[config.mk]
export PLATFORM = sky130hd
export DESIGN_NAME = ycid_div
export DESIGN_NICKNAME = d
export VERILOG_FILES = /design/src/rtl/core/ycid_pkg.sv /design/src/rtl/core/ycid_div.sv
export SDC_FILE = /design/constraint.sdc
export NUM_CORES = 1
export LEC_CHECK = 0
export ABC_AREA = 1
export BUFFER_PORTS_ARGS = -buffer_cell sky130_fd_sc_hd__buf_2
export CAP_MARGIN = 20
export CORE_MARGIN = 2
export CORE_UTILIZATION = 44
export DETAILED_ROUTE_END_ITERATION = 7
export HOLD_SLACK_MARGIN = 0.15
export PLACE_DENSITY = 0.65
export SYNTH_ARGS = -nofsm -noshare
export SYNTH_HDL_FRONTEND = slang
export SYNTH_SLANG_ARGS = --single-unit
[constraint.sdc]
create_clock -name clk -period 3.7 [get_ports clk]
set_input_delay 0 -clock clk [delete_from_list [all_inputs] [get_ports clk]]
set_output_delay 0 -clock clk [all_outputs]
set_load 0.005 [all_outputs]
[src/rtl/core/ycid_pkg.sv]
package ycid_pkg;

	localparam int DAY_W  = 16;
	localparam int RATE_W = 32;
	localparam int DF_W   = 32;
	localparam int FRAC_W = 30;
	localparam int DIV_W  = 48;
	localparam int DVS_W  = 30;

	localparam logic [FRAC_W-1:0] LN2_Q30  = 30'd744261118;
	localparam logic [FRAC_W:0]   ONE_Q30  = 31'h4000_0000;
	localparam logic [32:0]       BP_Q30   = 33'd107374;
	localparam logic [DF_W-1:0]   ONE_Q28  = 32'h1000_0000;
	localparam logic [DF_W-1:0]   DF_MAX   = 32'hFFFF_FFFF;
	localparam logic [3:0]        TAYLOR_N = 4'd12;

	localparam logic CMD_LOAD  = 1'b0;
	localparam logic CMD_QUERY = 1'b1;

	localparam logic CFG_PILLAR_COUNT = 1'b0;
	localparam logic CFG_YEAR_BASIS   = 1'b1;

	localparam logic [4:0] PILLAR_COUNT_RESET = 5'd2;
	localparam logic [9:0] YEAR_BASIS_RESET   = 10'd365;

	localparam logic [1:0] VAR_BASE = 2'd0;
	localparam logic [1:0] VAR_UP   = 2'd1;
	localparam logic [1:0] VAR_DOWN = 2'd2;

	typedef struct packed {
		logic              valid;
		logic              hit;
		logic [DAY_W-1:0]  q;
		logic [DAY_W-1:0]  a;
		logic [DAY_W-1:0]  b;
		logic [RATE_W-1:0] r0;
		logic [RATE_W-1:0] r1;
	} tok_t;

	typedef struct packed {
		logic [30:0] m;
		logic [5:0]  sh;
	} recip_t;

	typedef enum logic [3:0] {
		ST_IDLE, ST_SEARCH, ST_IMUL, ST_ISTART, ST_IWAIT, ST_PMUL, ST_BSTART,
		ST_BWAIT, ST_LSTART, ST_LWAIT, ST_ESTART, ST_EWAIT, ST_NEXT, ST_DONE
	} state_t;

	typedef enum logic [2:0] {
		EX_IDLE, EX_MUL, EX_REC, EX_ACC, EX_DONE
	} exp_state_t;

	// floor(x/n) = (x*m) >> sh for every x below 2^30
	function automatic recip_t recip(input logic [3:0] n);
		recip_t r;
		case (n)
			4'd2:    r = '{m: 31'd1073741824, sh: 6'd31};
			4'd3:    r = '{m: 31'd1431655766, sh: 6'd32};
			4'd4:    r = '{m: 31'd1073741824, sh: 6'd32};
			4'd5:    r = '{m: 31'd1717986919, sh: 6'd33};
			4'd6:    r = '{m: 31'd1431655766, sh: 6'd33};
			4'd7:    r = '{m: 31'd1227133514, sh: 6'd33};
			4'd8:    r = '{m: 31'd1073741824, sh: 6'd33};
			4'd9:    r = '{m: 31'd1908874354, sh: 6'd34};
			4'd10:   r = '{m: 31'd1717986919, sh: 6'd34};
			4'd11:   r = '{m: 31'd1561806290, sh: 6'd34};
			4'd12:   r = '{m: 31'd1431655766, sh: 6'd34};
			default: r = '{m: 31'd1073741824, sh: 6'd30};
		endcase
		return r;
	endfunction

endpackage

[src/rtl/core/ycid_div.sv]
module ycid_div (
	input  logic                       clk,
	input  logic                       arst_n,
	input  logic                       start,
	input  logic [ycid_pkg::DIV_W-1:0] dividend,
	input  logic [ycid_pkg::DVS_W-1:0] divisor,
	output logic                       done,
	output logic [ycid_pkg::DIV_W-1:0] quot
);

	localparam int DW = ycid_pkg::DIV_W;
	localparam int VW = ycid_pkg::DVS_W;
	localparam int CW = $clog2(DW + 1);

	logic [CW-1:0] cnt_q;
	logic          done_q;
	logic [DW-1:0] quo_q;
	logic [VW-1:0] rem_q;
	logic [VW-1:0] dvs_q;
	logic [VW:0]   trial;
	logic [VW:0]   diff;
	logic          take;

	assign trial = {rem_q, quo_q[DW-1]};
	assign take  = trial >= {1'b0, dvs_q};
	assign diff  = trial - {1'b0, dvs_q};

	always_ff @(posedge clk or negedge arst_n) begin
		if (!arst_n) begin
			cnt_q  <= '0;
			done_q <= 1'b0;
		end else begin
			done_q <= 1'b0;
			if (start) begin
				cnt_q <= CW'(DW);
			end else if (cnt_q != '0) begin
				cnt_q <= cnt_q - 1'b1;
				if (cnt_q == CW'(1)) begin
					done_q <= 1'b1;
				end
			end
		end
	end

	always_ff @(posedge clk) begin
		if (start) begin
			quo_q <= dividend;
			rem_q <= '0;
			dvs_q <= divisor;
		end else if (cnt_q != '0) begin
			quo_q <= {quo_q[DW-2:0], take};
			rem_q <= take ? diff[VW-1:0] : trial[VW-1:0];
		end
	end

	assign done = done_q;
	assign quot = quo_q;

endmodule

==> out/results.txt <==
Final GP Congestion: 0.9467
Drt pass-1 iters: 5
Commonest cells post-synth: 414 x nand2_1, 151 x inv_1, 78 x edfxtp_1, 74 x nand3_1, 64 x nor2_1
Num rows: 46
Largest net degree at the start of global routing: 82
Antenna violations before repair: 0
Setup CP Type: reg2reg
Largest cells by area after synthesis: edfxtp_1 33%, nand2_1 22%, dfxtp_1 8.4%, inv_1 8.0%, ha_1 5.8%
TNS Setup: 0 ps
Final core utilization: 58.55%
Y dimension of the die: 131.1 um
Clk pin slew, worst setup/hold paths: 60 ps
Reg-to-reg endpoint: rem_q[27]
Synth Area in Adders: 6.087%
Worst Setup SP: dvs_q[14]
Root buffer cell: clkbuf_16
TritonCTS buffer count: 17
Endpoint class of the critical path: flip-flop
Hold path depth: 5
HPWL Detailed: 13520 um
Data required, critical path: 4010 ps
Total wire length: 19710 um
CP arrival: 2740 ps
GRT Overall Usage: 23.75%
Pwr dens: 635.0 nW/um^2
Max-slew violations: 0
Mux cell area share after synthesis: 0%
YS warnings: 0
# nets final: 1309
Final setup viols: 0
Reg2reg path depth: 14
Core Footprint: 15830 sq um
Post-DR wirelength/cell: 13.85 um
Clock Skew: 8.699 ps
Vias: 6755
IO buf count: 129
Worst-path maximum fanout: 44
Leak Pwr: 0.004864 uW
Grt total ovfl: 0
Netlist cell types: 38
Synth Area in XOR/XNOR: 1.724%
Starting Density: 44.93%
First-pass GRT wire length: 32950 um
# DRC: 0
Final min period: 2435 ps
Synth Register Bits: 115
Fraction of registers with async set/reset: 6.087%
Mean number of vias per cell: 4.747
Most frequent cell after synthesis: nand2_1
Post-synth top area share: 32.93%
Final hold violations: 0
MaxCap Viol Count: 0
Rel. slew slack: 34.31%
Vias in the first global route: 6823
DRT iter0 DRCs: 343
Post-Syn Area per Cell: 7.235 sq um
Clock Latency Late Sink: 420 ps
Diode count: 0
CTS tree: done
Filler cell count: 1492
R2r setup slk: 1260 ps
Seq/Total Area, Yosys: 43.84%
Syn Nets: 1098
Achievable frequency: 410.7 MHz
Die area: 17200 sq um
Netlist Area Pre-Place: 7112 sq um
Final period util: 65.81%
Crit start category: flip-flop
HP Class: in2reg
Peak VDD IR: 357.0 uV
H-tree depth: 4
Slew @ Worst Pin: 985.4 ps
CP Capture Point: rem_q[27]
Number of synthesized flops with an enable pin: 78
Ys flop type: edfxtp_1
Largest family of logic cells by synthesized area: simple AND/OR/NAND/NOR gates
Worst flop-to-flop path startpoint: dvs_q[14]
Layout cells sized above 1: 14.83%
Hold-fix buffers, CTS: 80
ANT nets after route: 0
Simple-gate share of the synthesized area: 34.69%
P&R area growth vs syn: 30.30%
CTS resizes: 0
Num ports: 130
Status: complete, no violations
Post-synth top area cell: edfxtp_1
RSZ-0062 raised after global routing: no
Clk buf depth: 2
CTS Sinks: 115
Post-CTS Setup Bufs: 0
Post-synthesis compound-gate area fraction: 3.624%
Die outline width: 131.1 um
Syn Inst Count: 983
-- how the worst min path moves through the flow --
| stage | to | from |
|---|---|---|
| 6_report | rem_q[11] | start |
| 5_1_grt | rem_q[16] | start |
| 4_1_cts | rem_q[11] | start |
| 3_5_place_dp | cnt_q[4] | arst_n |
| 3_3_place_gp | cnt_q[5] | arst_n |
| 2_1_floorplan | cnt_q[0] | arst_n |
-- metrics by stage --
stage	hold slack [ps]	power (uW)	instances	worst slack (ps)	instance area, sq um
after global placement	-161.8	4298	1311	1283	7930
after detailed placement	-154.6	4316	1311	1246	7930
final	239.5	5884	1423	1265	9266
after global routing	260.7	6385	1423	992.6	9266
after floorplan	-295.6	3744	983	1744	7112
after CTS	225.9	5903	1423	1235	9266
-- cells in the final DEF (no fill, tap or decap), types with 5 or more instances in the layout --
cell type and count:
nand3_1 74, ha_1 33, clkbuf_16 17, nor3_1 5, xnor2_1 14, inv_1 151, nand2_1 414, nand3b_1 9
dlygate4sd3_1 80, o21ai_0 10, dfxtp_1 30, edfxtp_1 78, nand2_2 7, buf_2 129, nand4_1 13, buf_4 5
a21oi_1 23, nor2_1 64, dfrtp_1 7
-- layout make-up --
| type | count | area, sq um | area share, % |
|---|---|---|---|
| Multi-Input combinational cell | 692 | 3281 | 35.40 |
| Sequential cell | 115 | 3118 | 33.65 |
| Timing Repair Buffer | 214 | 1484 | 16.01 |
| Inverter | 154 | 578.1 | 6.238 |
| Clock buffer | 17 | 425.4 | 4.591 |
| Tap cell | 216 | 270.3 | 2.917 |
| Clock inverter | 15 | 110.1 | 1.188 |
-- report_power, final --
group | switching [uW] | internal (uW) | total (uW)
clock | 637 | 858 | 1500
combinational | 1650 | 961 | 2610
sequential | 150 | 1630 | 1780
-- logic make-up after synthesis --
| logic type | after synthesis |
|---|---|
| xor gates and xnor gates | 14 |
| buffers and inverters | 176 |
| and+or+nand+nor | 597 |
| adders and majority gates | 34 |
| DFF | 115 |
| AOI/OAI and AO/OA | 47 |
-- registers in the layout (all words and copies together), names as in the netlist --
signal and flops:
dvs_q 30, cnt_q 6, quot 48, rem_q 30
done 1
-- worst max-delay path, cell delays in order (launching register included) --
cell	delay, ps
edfxtp_1	360
inv_1	70
ha_1	270
nand2_1	180
inv_1	60
nand2_1	60
nand2_1	110
a21oi_1	170
nand2_2	110
nand2_2	90
nand3_4	390
nor2_1	240
nor2_1	60
nand2_1	80
nand2_1	50
-- layer usage --
metal  GRT usage, %  vias up  part of all wire [%]
li1               -     3505                     -
met4          9.058        0                   2.3
met1          30.42     3029                    46
met5              0        -                     0
met3          5.440       31                   5.7
met2          39.21      190                    46
Power figures use the tool's default switching activity.
