===== src/rtl/core/ycid_pkg.sv =====
package ycid_pkg;

	localparam int DAY_W  = 16;
	localparam int RATE_W = 32;
	localparam int DF_W   = 32;
	localparam int FRAC_W = 30;
	localparam int DIV_W  = 48;
	localparam int DVS_W  = 30;

	localparam logic [FRAC_W-1:0] LN2_Q30  = 30'd744261118;
	localparam logic [FRAC_W:0]   ONE_Q30  = 31'h4000_0000;
	localparam logic [32:0]       BP_Q30   = 33'd107374;
	localparam logic [DF_W-1:0]   ONE_Q28  = 32'h1000_0000;
	localparam logic [DF_W-1:0]   DF_MAX   = 32'hFFFF_FFFF;
	localparam logic [3:0]        TAYLOR_N = 4'd12;

	localparam logic CMD_LOAD  = 1'b0;
	localparam logic CMD_QUERY = 1'b1;

	localparam logic CFG_PILLAR_COUNT = 1'b0;
	localparam logic CFG_YEAR_BASIS   = 1'b1;

	localparam logic [4:0] PILLAR_COUNT_RESET = 5'd2;
	localparam logic [9:0] YEAR_BASIS_RESET   = 10'd365;

	localparam logic [1:0] VAR_BASE = 2'd0;
	localparam logic [1:0] VAR_UP   = 2'd1;
	localparam logic [1:0] VAR_DOWN = 2'd2;

	typedef struct packed {
		logic              valid;
		logic              hit;
		logic [DAY_W-1:0]  q;
		logic [DAY_W-1:0]  a;
		logic [DAY_W-1:0]  b;
		logic [RATE_W-1:0] r0;
		logic [RATE_W-1:0] r1;
	} tok_t;

	typedef struct packed {
		logic [30:0] m;
		logic [5:0]  sh;
	} recip_t;

	typedef enum logic [3:0] {
		ST_IDLE, ST_SEARCH, ST_IMUL, ST_ISTART, ST_IWAIT, ST_PMUL, ST_BSTART,
		ST_BWAIT, ST_LSTART, ST_LWAIT, ST_ESTART, ST_EWAIT, ST_NEXT, ST_DONE
	} state_t;

	typedef enum logic [2:0] {
		EX_IDLE, EX_MUL, EX_REC, EX_ACC, EX_DONE
	} exp_state_t;

	// floor(x/n) = (x*m) >> sh for every x below 2^30
	function automatic recip_t recip(input logic [3:0] n);
		recip_t r;
		case (n)
			4'd2:    r = '{m: 31'd1073741824, sh: 6'd31};
			4'd3:    r = '{m: 31'd1431655766, sh: 6'd32};
			4'd4:    r = '{m: 31'd1073741824, sh: 6'd32};
			4'd5:    r = '{m: 31'd1717986919, sh: 6'd33};
			4'd6:    r = '{m: 31'd1431655766, sh: 6'd33};
			4'd7:    r = '{m: 31'd1227133514, sh: 6'd33};
			4'd8:    r = '{m: 31'd1073741824, sh: 6'd33};
			4'd9:    r = '{m: 31'd1908874354, sh: 6'd34};
			4'd10:   r = '{m: 31'd1717986919, sh: 6'd34};
			4'd11:   r = '{m: 31'd1561806290, sh: 6'd34};
			4'd12:   r = '{m: 31'd1431655766, sh: 6'd34};
			default: r = '{m: 31'd1073741824, sh: 6'd30};
		endcase
		return r;
	endfunction

endpackage


===== src/rtl/core/ycid_cell.sv =====
module ycid_cell #(
	parameter int IDX = 0,
	parameter int NW  = 5
) (
	input  logic                       clk,
	input  logic                       arst_n,
	input  logic                       we,
	input  logic [3:0]                 widx,
	input  logic [ycid_pkg::DAY_W-1:0] wday,
	input  logic [ycid_pkg::RATE_W-1:0] wrate,
	input  logic [NW-1:0]              n,
	input  logic [ycid_pkg::DAY_W-1:0] nxt_day,
	input  logic [ycid_pkg::RATE_W-1:0] nxt_rate,
	output logic [ycid_pkg::DAY_W-1:0] day,
	output logic [ycid_pkg::RATE_W-1:0] rate,
	input  ycid_pkg::tok_t             tok_in,
	output ycid_pkg::tok_t             tok_out
);

	logic [ycid_pkg::DAY_W-1:0]  day_q;
	logic [ycid_pkg::RATE_W-1:0] rate_q;
	ycid_pkg::tok_t              tok_q;
	ycid_pkg::tok_t              tok_d;
	logic                        last;
	logic                        in_use;
	logic                        hit;

	assign last   = (IDX + 2) == int'(n);
	assign in_use = (IDX + 2) <= int'(n);
	assign hit    = tok_in.valid && in_use && (day_q <= tok_in.q) &&
		((tok_in.q < nxt_day) || (last && (tok_in.q == nxt_day)));

	always_comb begin
		tok_d = tok_in;
		if (hit) begin
			tok_d.hit = 1'b1;
			tok_d.a   = day_q;
			tok_d.b   = nxt_day;
			tok_d.r0  = rate_q;
			tok_d.r1  = nxt_rate;
		end
	end

	always_ff @(posedge clk) begin
		if (we && (32'(widx) == IDX)) begin
			day_q  <= wday;
			rate_q <= wrate;
		end
	end

	always_ff @(posedge clk or negedge arst_n) begin
		if (!arst_n) begin
			tok_q <= '0;
		end else begin
			tok_q <= tok_d;
		end
	end

	assign day     = day_q;
	assign rate    = rate_q;
	assign tok_out = tok_q;

endmodule


===== config.mk =====
export PLATFORM = sky130hd
export DESIGN_NAME = ycid_cell
export DESIGN_NICKNAME = d
export VERILOG_FILES = /design/src/rtl/core/ycid_pkg.sv /design/src/rtl/core/ycid_cell.sv
export SDC_FILE = /design/constraint.sdc
export NUM_CORES = 1
export LEC_CHECK = 0
export ABC_AREA = 1
export BUFFER_PORTS_ARGS = -buffer_cell sky130_fd_sc_hd__buf_2
export CAP_MARGIN = 20
export CORE_AREA = 2 2 149 151
export CTS_CLUSTER_DIAMETER = 200
export DETAILED_ROUTE_END_ITERATION = 8
export DIE_AREA = 0 0 151 153
export PLACE_DENSITY_LB_ADDON = 0.3
export SLEW_MARGIN = 20
export SYNTH_ARGS = -nofsm -noshare
export SYNTH_HDL_FRONTEND = slang
export SYNTH_SLANG_ARGS = --single-unit

===== constraint.sdc =====
create_clock -name clk -period 2.1 [get_ports clk]
set_input_delay 0.315 -clock clk [delete_from_list [all_inputs] [get_ports clk]]
set_output_delay 0.315 -clock clk [all_outputs]
set_load 0.01 [all_outputs]

==> impl_metrics.json <==
{
  "status": "finished, violations left",
  "failed_checks": "negative hold slack",
  "syn_nets": 892,
  "pwr-share-comb_pct": 17.3,
  "finalNetCount": 1287,
  "cp.depth": 10,
  "dr_total_vias": 6223,
  "antenna_found_initial": 1,
  "finalPower_w": 0.008239,
  "critical_path.endpoint": "tok_out[78]$_DFF_PN0_",
  "yosysTopAreaCell": "dfrtp_1",
  "critPathRequiredTime_ns": 2.42,
  "drc_errors": 0,
  "num_rows": 54,
  "synth-seq-cells": 162,
  "tritoncts": "yes",
  "layout-drive-gt1-share_pct": 48.09,
  "clock-sinks": 162,
  "clock_skew_ns": 0.01399,
  "switching_share_pct": 28.74,
  "instances_no_fill": 1326,
  "critPathMaxFanout": 16,
  "dp.cells": 1284,
  "nFillCells": 2080,
  "switchingPower_w": 0.002368,
  "syn-cell-area_um2": 6696,
  "critical_path.cell_chain": "ha_1, nand4_1, nor3_2, nand3_1, nand2_4, nand3_4, buf_12, clkbuf_16, nand2_1, nand2_1",
  "max_freq_mhz": 485.1,
  "fin_crit_sh_pct": 98.15,
  "end_kind": "register",
  "grt_max_degree": 115,
  "crit_arrival_ns": 2.38,
  "grt_pass1_wl_um": 34870,
  "pwr-share-seq_pct": 42.9,
  "hold_slack_ns": -0.02397,
  "max_stage_delay_ns": 0.42,
  "clk_pin_slew_worst_paths_ns": 0.07,
  "fin_crit_ns": 2.061,
  "r2r.worst_path.cells": 10,
  "maxSlewHeadroom_pct": 57.30,
  "wl_per_cell_um": 18.17,
  "synth_area_per_cell_um2": 10.50,
  "ys_seq_area_share_pct": 64.13,
  "numCtsBuffers": 17,
  "worst_pin_slew_ns": 0.6404,
  "place_congestion": 0.8524,
  "drt_first_pass_iters": 5,
  "synthCells": 638,
  "p_leak_nw": 5.306,
  "grt_setup_unrepaired": "yes",
  "h-tree-depth": 4,
  "critPathLaunchType": "register",
  "die_y_um": 153,
  "synth.distinct_cells": 22,
  "pwr_density_cell_nw_per_um2": 814.1,
  "hold_path_class": "in -> async",
  "rr_endpoint": "tok_out[78]$_DFF_PN0_",
  "chipWidth_um": 151,
  "fin_area_um2": 10120,
  "area_growth_pct": 51.14,
  "clkPwrFrac_pct": 39.8,
  "final_hold_viol_count": 15,
  "fin_ws_ns": 0.03877,
  "yosys-top-cells-area": "dfrtp_1 (43%), edfxtp_1 (22%), nand2_1 (13%), nand4_1 (9.2%), ha_1 (6.0%)",
  "ant_nets": 0,
  "drt_wl_total_um": 24090,
  "r2r_slack_ns": 0.04,
  "drt_iter0_drc": 346,
  "vias_per_cell": 4.693,
  "dpl_worst_slack_ns": -0.04495,
  "cpMostUsedCell": "nand2_1",
  "p_int_w": 0.005871,
  "critPathBufInv": 2,
  "cp_top_family": "simple AND/OR/NAND/NOR gates",
  "clk_latency_ns": 0.43,
  "n_antenna_cell": 0,
  "grt.total_usage_pct": 19.89,
  "io_buffers": 383,
  "finalSetupViolCount": 0,
  "drv_cap": 0,
  "grt-ovfl-total": 0,
  "drv_slew": 0,
  "slowest_stage": "edfxtp_1",
  "placed_cell_area_um2": 9117,
  "yosysWarnings": 0,
  "synth_top_area_share_pct": 42.60,
  "r2r-start": "day[10]$_DFFE_PP_",
  "dp_hpwl_um": 16950,
  "io_pins": 384,
  "crit_path_start": "day[10]$_DFFE_PP_",
  "start_util_pct": 31.17,
  "clk_path_buf_depth": 2,
  "worstSetupPathType": "reg -> reg",
  "grt_pass1_vias": 6252,
  "die_area_um2": 23100,
  "cts-root-buf": "clkbuf_16",
  "peakVddDrop_mv": 0.6127,
  "core_area_um2": 21490
}
[cells in the final DEF (no fill, tap or decap), types with 7 or more instances in the layout]
cell / instances
inv_6: 7
ha_1: 28
buf_12: 10
clkbuf_16: 22
buf_4: 19
buf_2: 382
a21oi_1: 13
nand2_1: 183
inv_1: 41
nand2_2: 32
dfrtp_1: 114
nor2_1: 8
nand2_4: 13
nand4_1: 99
edfxtp_1: 48
[synth_stat cells]
library cell  number
nand2_1          226
dfrtp_1          114
nand4_1           99
edfxtp_1          48
inv_1             41
ha_1              32
clkbuf_1          21
a21oi_1           14
buf_2             13
nor2_1             8
buf_1              5
o21ai_0            3
nand2_2            2
nand3_1            2
nor3_1             2
nor3_2             2
a21boi_2           1
a21o_1             1
buf_4              1
nand3_2            1
nor4_1             1
o21a_1             1
[worst min path at each step]
stage                 from                      to  slack [ns]  depth (start not counted)
6_report            arst_n   tok_out[84]$_DFF_PN0_       -0.02                          2
5_1_grt        tok_in[113]  tok_out[113]$_DFF_PN0_       0.001                          1
2_1_floorplan       arst_n    tok_out[0]$_DFF_PN0_        0.02                          0
4_1_cts             arst_n   tok_out[84]$_DFF_PN0_       0.007                          2
3_5_place_dp   tok_in[113]  tok_out[113]$_DFF_PN0_        0.45                          1
3_3_place_gp        arst_n   tok_out[84]$_DFF_PN0_        0.46                          2
[what timing repair did]
action | CTS | global route
hold endpoints to repair | 0 | 0
endpoints found under the setup margin | 1 | 97
cloned | 0 | 5
setup buffers | 2 | 3
hold buffers | 0 | 0
pin swaps | 1 | 7
gates resized for setup | 0 | 59
[power groups by stage]
stage / registers [W] / clock network, W / logic, W
global route: 0.00355 / 0.00348 / 0.00157
CTS: 0.00353 / 0.00335 / 0.00132
finish: 0.00353 / 0.00328 / 0.00143
global placement: 0.00359 / 0 / 0.00130
detailed placement: 0.00360 / 0 / 0.00132
floorplan: 0.00372 / 0 / 0.000450
[through the flow]
step	setup TNS, ns	utilization (%)
detailed placement	-0.1056	42.44
CTS	0	45.35
global route	-4.894	47.11
floorplan	0	-
global placement	-0.02951	42.44
finish	0	47.11
[flip-flops by register name, indices dropped and copies added, names as in the netlist]
name / flops
rate: 32
tok_out: 114
day: 16
[logic make-up after synthesis]
group           Yosys count  share of synthesized area (%)
simple gates            343                          23.39
flops                   162                          64.13
fa+ha+maj                32                          5.979
buf+inv                  81                          4.839
compound gates           20                          1.663
[cell type report]
class / count / area, um2 / share of cell area, %
timing repair buffer: 416 / 2380 / 23.51
sequential: 162 / 4294 / 42.43
clock buffer: 17 / 425.4 / 4.203
multi-input combinational: 395 / 2331 / 23.03
tap: 280 / 350.3 / 3.461
clock inverter: 15 / 186.4 / 1.842
inverter: 41 / 153.9 / 1.521
[metal layers]
metal | routed length (um) | part of all wire [%] | vias up | global-route usage (%)
met5 | 13 | 0.054 | - | 0
met4 | 550 | 2.3 | 2 | 6.498
met3 | 1538 | 6.4 | 38 | 4.746
met2 | 12280 | 51 | 263 | 34.57
met1 | 9700 | 40 | 2971 | 24.13
li1 | - | - | 2949 | -
Note: power is estimated with default switching activity, not from simulation.
