**src/rtl/core/ycid_pkg.sv**
```systemverilog
package ycid_pkg;

	localparam int DAY_W  = 16;
	localparam int RATE_W = 32;
	localparam int DF_W   = 32;
	localparam int FRAC_W = 30;
	localparam int DIV_W  = 48;
	localparam int DVS_W  = 30;

	localparam logic [FRAC_W-1:0] LN2_Q30  = 30'd744261118;
	localparam logic [FRAC_W:0]   ONE_Q30  = 31'h4000_0000;
	localparam logic [32:0]       BP_Q30   = 33'd107374;
	localparam logic [DF_W-1:0]   ONE_Q28  = 32'h1000_0000;
	localparam logic [DF_W-1:0]   DF_MAX   = 32'hFFFF_FFFF;
	localparam logic [3:0]        TAYLOR_N = 4'd12;

	localparam logic CMD_LOAD  = 1'b0;
	localparam logic CMD_QUERY = 1'b1;

	localparam logic CFG_PILLAR_COUNT = 1'b0;
	localparam logic CFG_YEAR_BASIS   = 1'b1;

	localparam logic [4:0] PILLAR_COUNT_RESET = 5'd2;
	localparam logic [9:0] YEAR_BASIS_RESET   = 10'd365;

	localparam logic [1:0] VAR_BASE = 2'd0;
	localparam logic [1:0] VAR_UP   = 2'd1;
	localparam logic [1:0] VAR_DOWN = 2'd2;

	typedef struct packed {
		logic              valid;
		logic              hit;
		logic [DAY_W-1:0]  q;
		logic [DAY_W-1:0]  a;
		logic [DAY_W-1:0]  b;
		logic [RATE_W-1:0] r0;
		logic [RATE_W-1:0] r1;
	} tok_t;

	typedef struct packed {
		logic [30:0] m;
		logic [5:0]  sh;
	} recip_t;

	typedef enum logic [3:0] {
		ST_IDLE, ST_SEARCH, ST_IMUL, ST_ISTART, ST_IWAIT, ST_PMUL, ST_BSTART,
		ST_BWAIT, ST_LSTART, ST_LWAIT, ST_ESTART, ST_EWAIT, ST_NEXT, ST_DONE
	} state_t;

	typedef enum logic [2:0] {
		EX_IDLE, EX_MUL, EX_REC, EX_ACC, EX_DONE
	} exp_state_t;

	// floor(x/n) = (x*m) >> sh for every x below 2^30
	function automatic recip_t recip(input logic [3:0] n);
		recip_t r;
		case (n)
			4'd2:    r = '{m: 31'd1073741824, sh: 6'd31};
			4'd3:    r = '{m: 31'd1431655766, sh: 6'd32};
			4'd4:    r = '{m: 31'd1073741824, sh: 6'd32};
			4'd5:    r = '{m: 31'd1717986919, sh: 6'd33};
			4'd6:    r = '{m: 31'd1431655766, sh: 6'd33};
			4'd7:    r = '{m: 31'd1227133514, sh: 6'd33};
			4'd8:    r = '{m: 31'd1073741824, sh: 6'd33};
			4'd9:    r = '{m: 31'd1908874354, sh: 6'd34};
			4'd10:   r = '{m: 31'd1717986919, sh: 6'd34};
			4'd11:   r = '{m: 31'd1561806290, sh: 6'd34};
			4'd12:   r = '{m: 31'd1431655766, sh: 6'd34};
			default: r = '{m: 31'd1073741824, sh: 6'd30};
		endcase
		return r;
	endfunction

endpackage

```
**src/rtl/core/ycid_exp.sv**
```systemverilog
module ycid_exp (
	input  logic                        clk,
	input  logic                        arst_n,
	input  logic                        start,
	input  logic [ycid_pkg::FRAC_W-1:0] f,
	output logic                        done,
	output logic [ycid_pkg::DF_W-1:0]   e
);

	localparam int FW = ycid_pkg::FRAC_W;

	ycid_pkg::exp_state_t st_q;
	ycid_pkg::exp_state_t st_d;
	logic [3:0]           n_q;
	logic [FW-1:0]        f_q;
	logic [FW:0]          term_q;
	logic [31:0]          sum_q;
	logic [60:0]          prod_s1;
	logic [60:0]          mq_s2;
	logic [FW-1:0]        tnew;
	ycid_pkg::recip_t     rc;

	assign rc   = ycid_pkg::recip(n_q);
	assign tnew = FW'(mq_s2 >> rc.sh);

	always_comb begin
		st_d = st_q;
		unique case (st_q)
			ycid_pkg::EX_IDLE: if (start) st_d = ycid_pkg::EX_MUL;
			ycid_pkg::EX_MUL:  st_d = ycid_pkg::EX_REC;
			ycid_pkg::EX_REC:  st_d = ycid_pkg::EX_ACC;
			ycid_pkg::EX_ACC: begin
				st_d = (n_q == ycid_pkg::TAYLOR_N) ? ycid_pkg::EX_DONE : ycid_pkg::EX_MUL;
			end
			ycid_pkg::EX_DONE: st_d = ycid_pkg::EX_IDLE;
			default:           st_d = ycid_pkg::EX_IDLE;
		endcase
	end

	always_comb begin
		done = (st_q == ycid_pkg::EX_DONE);
		e    = sum_q;
	end

	always_ff @(posedge clk or negedge arst_n) begin
		if (!arst_n) begin
			st_q <= ycid_pkg::EX_IDLE;
			n_q  <= 4'd1;
		end else begin
			st_q <= st_d;
			if (st_q == ycid_pkg::EX_IDLE && start) begin
				n_q <= 4'd1;
			end else if (st_q == ycid_pkg::EX_ACC) begin
				n_q <= n_q + 4'd1;
			end
		end
	end

	always_ff @(posedge clk) begin
		case (st_q)
			ycid_pkg::EX_IDLE: begin
				if (start) begin
					f_q    <= f;
					term_q <= ycid_pkg::ONE_Q30;
					sum_q  <= 32'(ycid_pkg::ONE_Q30);
				end
			end
			ycid_pkg::EX_MUL: prod_s1 <= 61'(term_q) * 61'(f_q);
			ycid_pkg::EX_REC: mq_s2 <= 61'(prod_s1[59:30]) * 61'(rc.m);
			ycid_pkg::EX_ACC: begin
				term_q <= {1'b0, tnew};
				sum_q  <= sum_q + 32'(tnew);
			end
			default: ;
		endcase
	end

endmodule

```
**config.mk**
```make
export PLATFORM = sky130hd
export DESIGN_NAME = ycid_exp
export DESIGN_NICKNAME = d
export VERILOG_FILES = /design/src/rtl/core/ycid_pkg.sv /design/src/rtl/core/ycid_exp.sv
export SDC_FILE = /design/constraint.sdc
export NUM_CORES = 2
export LEC_CHECK = 0
export BUFFER_PORTS_ARGS = -buffer_cell sky130_fd_sc_hd__clkbuf_2
export CAP_MARGIN = 20
export CORE_ASPECT_RATIO = 0.9
export CORE_MARGIN = 2
export CORE_UTILIZATION = 32
export DETAILED_ROUTE_END_ITERATION = 8
export PLACE_DENSITY_LB_ADDON = 0.25
export SYNTH_ARGS = -nofsm -noshare
export SYNTH_HDL_FRONTEND = slang
export SYNTH_SLANG_ARGS = --single-unit
export TNS_END_PERCENT = 50
```
**constraint.sdc**
```tcl
create_clock -name clk -period 8.57 [get_ports clk]
set_clock_uncertainty 0.2 [all_clocks]
set_input_delay 0.4285 -clock clk [delete_from_list [all_inputs] [get_ports clk]]
set_output_delay 0.4285 -clock clk [all_outputs]
set_load 0.05 [all_outputs]
```
==> results.sh <==
export IMPL_synth_simple_area_share_pct=13.6
export IMPL_violations="setup timing"
export IMPL_vias=49800
export IMPL_setup_ws_ns=-0.404
export IMPL_fill_cells=20900
export IMPL_drtAntennaViolNets=0
export IMPL_place_area_mm2=0.0761
export IMPL_crit_top_cell="fa_1"
export IMPL_syn_inst=7065
export IMPL_firstDrtPassIters=7
export IMPL_start_kind="flop"
export IMPL_setup_violations=19
export IMPL_critPathCaptureType="flop"
export IMPL_outcome="finished, violations left"
export IMPL_clock_sinks=191
export IMPL_slowest_stage="fa_2"
export IMPL_synth_compound_area_share_pct=5.26
export IMPL_dr_first_iter_drc_count=3472
export IMPL_hold_class="in2async"
export IMPL_die_area_mm2=0.212
export IMPL_critPathKind="reg2reg"
export IMPL_antenna_found_initial=9
export IMPL_grt_ovfl_total=0
export IMPL_synth_most_common_cell="inv_1"
export IMPL_place_congestion=0.978
export IMPL_dp_hpwl_um=194000
export IMPL_maxCapViolations=0
export IMPL_min_period_ns=8.97
export IMPL_worstSkewPairLatency_ns=0.58
export IMPL_synthArstFlopShare_pct=3.66
export IMPL_path_clk_slew_ns=0.10
export IMPL_die_x_um=486
export IMPL_drive_above_1_share_pct=16.1
export IMPL_syn_num_nets=9238
export IMPL_grt_setup_unrepaired="true"
export IMPL_cpPeakStageDelay_ns=0.62
export IMPL_die_h_um=437
export IMPL_synth_seq_area_share_pct=8.54
export IMPL_core_region_area_mm2=0.208
export IMPL_wl_per_cell_um=21.5
export IMPL_cts_tree="yes"
export IMPL_grt_max_degree=64
export IMPL_regToRegSetupSlack_ns=-0.40
export IMPL_hold_viol_final=0
export IMPL_synthMuxAreaShare_pct=1.11
export IMPL_reg2reg_from="n_q[1]$_DFFE_PN0P_"
export IMPL_rr_endpoint="mq_s2[50]$_DFFE_PP_"
export IMPL_wl_um=225000
export IMPL_grt_pass1_vias=53600
export IMPL_slew_viol_final=0
export IMPL_postLayoutCellArea_mm2=0.0792
export IMPL_cts_buffers_inserted=17
export IMPL_drcViolationCount=0
export IMPL_yosys_most_used_dff="edfxtp_1"
export IMPL_area_growth_synth_to_final_pct=18.6
export IMPL_final_nets=9884
export IMPL_slew_headroom_pct=28.8
export IMPL_synth_edf_count=184
export IMPL_ys_ff_latch=191
export IMPL_reg2regPathDepth=35
export IMPL_max_slew_worst_pin_slew_ns=1.06
export IMPL_grt_pass1_wl_um=344000
export IMPL_synth_top_family_by_area="adder cells"
export IMPL_io_buffers=65
export IMPL_layout_worst_path_cycle_share_pct=105
export IMPL_ios=66
export IMPL_synth_common_cells="inv_1 (1,803), fa_1 (1,572), nand2_1 (943), and2_1 (621), ha_1 (568)"
export IMPL_synthTopCellsByArea="fa_1 (47%), ha_1 (11%), inv_1 (10%)"
export IMPL_syn_area_per_cell_um2=9.45
export IMPL_cp_max_fo=4
export IMPL_htreeDepth=4
export IMPL_critPathRequiredTime_ns=8.80
export IMPL_grt_util_all_layers_pct=21.6
export IMPL_viasPerCell=4.76
export IMPL_synth_xor_area_share_pct=1.70
export IMPL_synthAdderAreaFrac_pct=57.8
export IMPL_root_buffer="clkbuf_16"
export IMPL_yosysWarnings=0
export IMPL_netlist_area_leader_share_pct=47.1
export IMPL_cp_arrival_ns=9.20
export IMPL_fmax_mhz=111
export IMPL_synth_largest_area_cell="fa_1"
export IMPL_initial_core_util_pct=32.1
export IMPL_num_rows=159
export IMPL_synth_cell_types=91
export IMPL_clock_path_buffers=2
export IMPL_netlist_area_mm2=0.0668
==> stage by stage <==
stage	worst slack (ns)	setup TNS [ns]	hold WS [ns]	instances	utilization, %
3_5_place_dp	-0.788	-13.37	0.117	10300	36.6
5_1_grt	-0.618	-9.01	0.0626	10500	38.1
2_1_floorplan	0.00958	0	-0.0671	7065	-
3_3_place_gp	-0.763	-12.32	0.114	10300	36.6
4_1_cts	-0.342	-2.71	0.0132	10400	37.7
6_report	-0.404	-3.73	0.0493	10500	38.1
==> layout by cell type, fill, tap and decap left out, drive strengths merged, types with 22 or more instances in the layout <==
master | synthesis | final
inv | 1803 | 1809
fa | 1572 | 1572
nand2 | 944 | 944
buf | 24 | 859
and2 | 622 | 622
ha | 568 | 568
edfxtp | 184 | 184
a21oi | 167 | 167
o21ai | 104 | 104
nor2 | 96 | 96
clkbuf | 309 | 85
xnor2 | 78 | 78
mux2i | 73 | 73
a21o | 59 | 59
xor2 | 52 | 52
and3 | 44 | 44
dlygate4sd3 | 0 | 32
nand3 | 28 | 28
nor3 | 28 | 28
nand4 | 27 | 27
o21bai | 22 | 22
nor2b | 22 | 22
==> registers in the layout (all words and copies together), names as in the netlist <==
register,flops
prod_s1,30
f_q,30
mq_s2,61
n_q,4
st_q,3
term_q,31
e,32
==> worst max-delay path: cells and delay by family, from the launching register on <==
family	cells	cell delay, ns
buffers and inverters	10	1.10
DFF	1	0.45
and+or+nand+nor	6	1.26
AOI/OAI and AO/OA	9	1.27
adders and majority gates	10	4.54
==> worst max-delay path by stage <==
stage                     depth (start not counted)               start             endpoint
final                                            35  n_q[1]$_DFFE_PN0P_  mq_s2[50]$_DFFE_PP_
after floorplan                                  29  n_q[2]$_DFFE_PN0P_  mq_s2[60]$_DFFE_PP_
after global placement                           34  n_q[0]$_DFFE_PN1P_  mq_s2[59]$_DFFE_PP_
after global routing                             36  n_q[0]$_DFFE_PN1P_  mq_s2[60]$_DFFE_PP_
after detailed placement                         31  n_q[0]$_DFFE_PN1P_  mq_s2[59]$_DFFE_PP_
after CTS                                        33  n_q[0]$_DFFE_PN1P_  mq_s2[56]$_DFFE_PP_
==> logic make-up after synthesis <==
kind of cell | count (synthesis)
flops | 191
buf+inv | 2137
fa+ha+maj | 2140
compound gates | 528
mux | 74
simple gates | 1865
xor+xnor | 130
==> timing repair <==
action	4_1_cts	5_1_grt
pin swaps	82	72
setup endpoints to repair	38	42
cloned	2	3
buffers inserted	48	29
resized for setup	211	128
endpoints found under the hold margin	38	0
hold buffers	32	0
==> cell type report <==
cell class | count | area, um2 | area share, %
clock inverters | 15 | 234 | 0.295
well taps | 2737 | 3420 | 4.32
diodes | 3 | 7.51 | 0.00947
flip-flops and latches | 191 | 5700 | 7.20
clock buffers | 17 | 425 | 0.537
repair buffers | 960 | 8310 | 10.5
multi-input cells | 4737 | 54400 | 68.6
inverters | 1804 | 6770 | 8.55
==> metal layers <==
metal	track usage, %	wire [um]	part of all wire, %	up-vias
met5	0	60	0.027	-
met4	6.52	7930	3.5	4
met3	3.11	12700	5.7	251
met2	33.9	102000	45	1295
met1	30.7	102000	45	26000
li1	-	-	-	22300
Power is left out: the tool's default activity adds up to more than one toggle a clock period on the data nets, which glitch-free logic cannot reach.
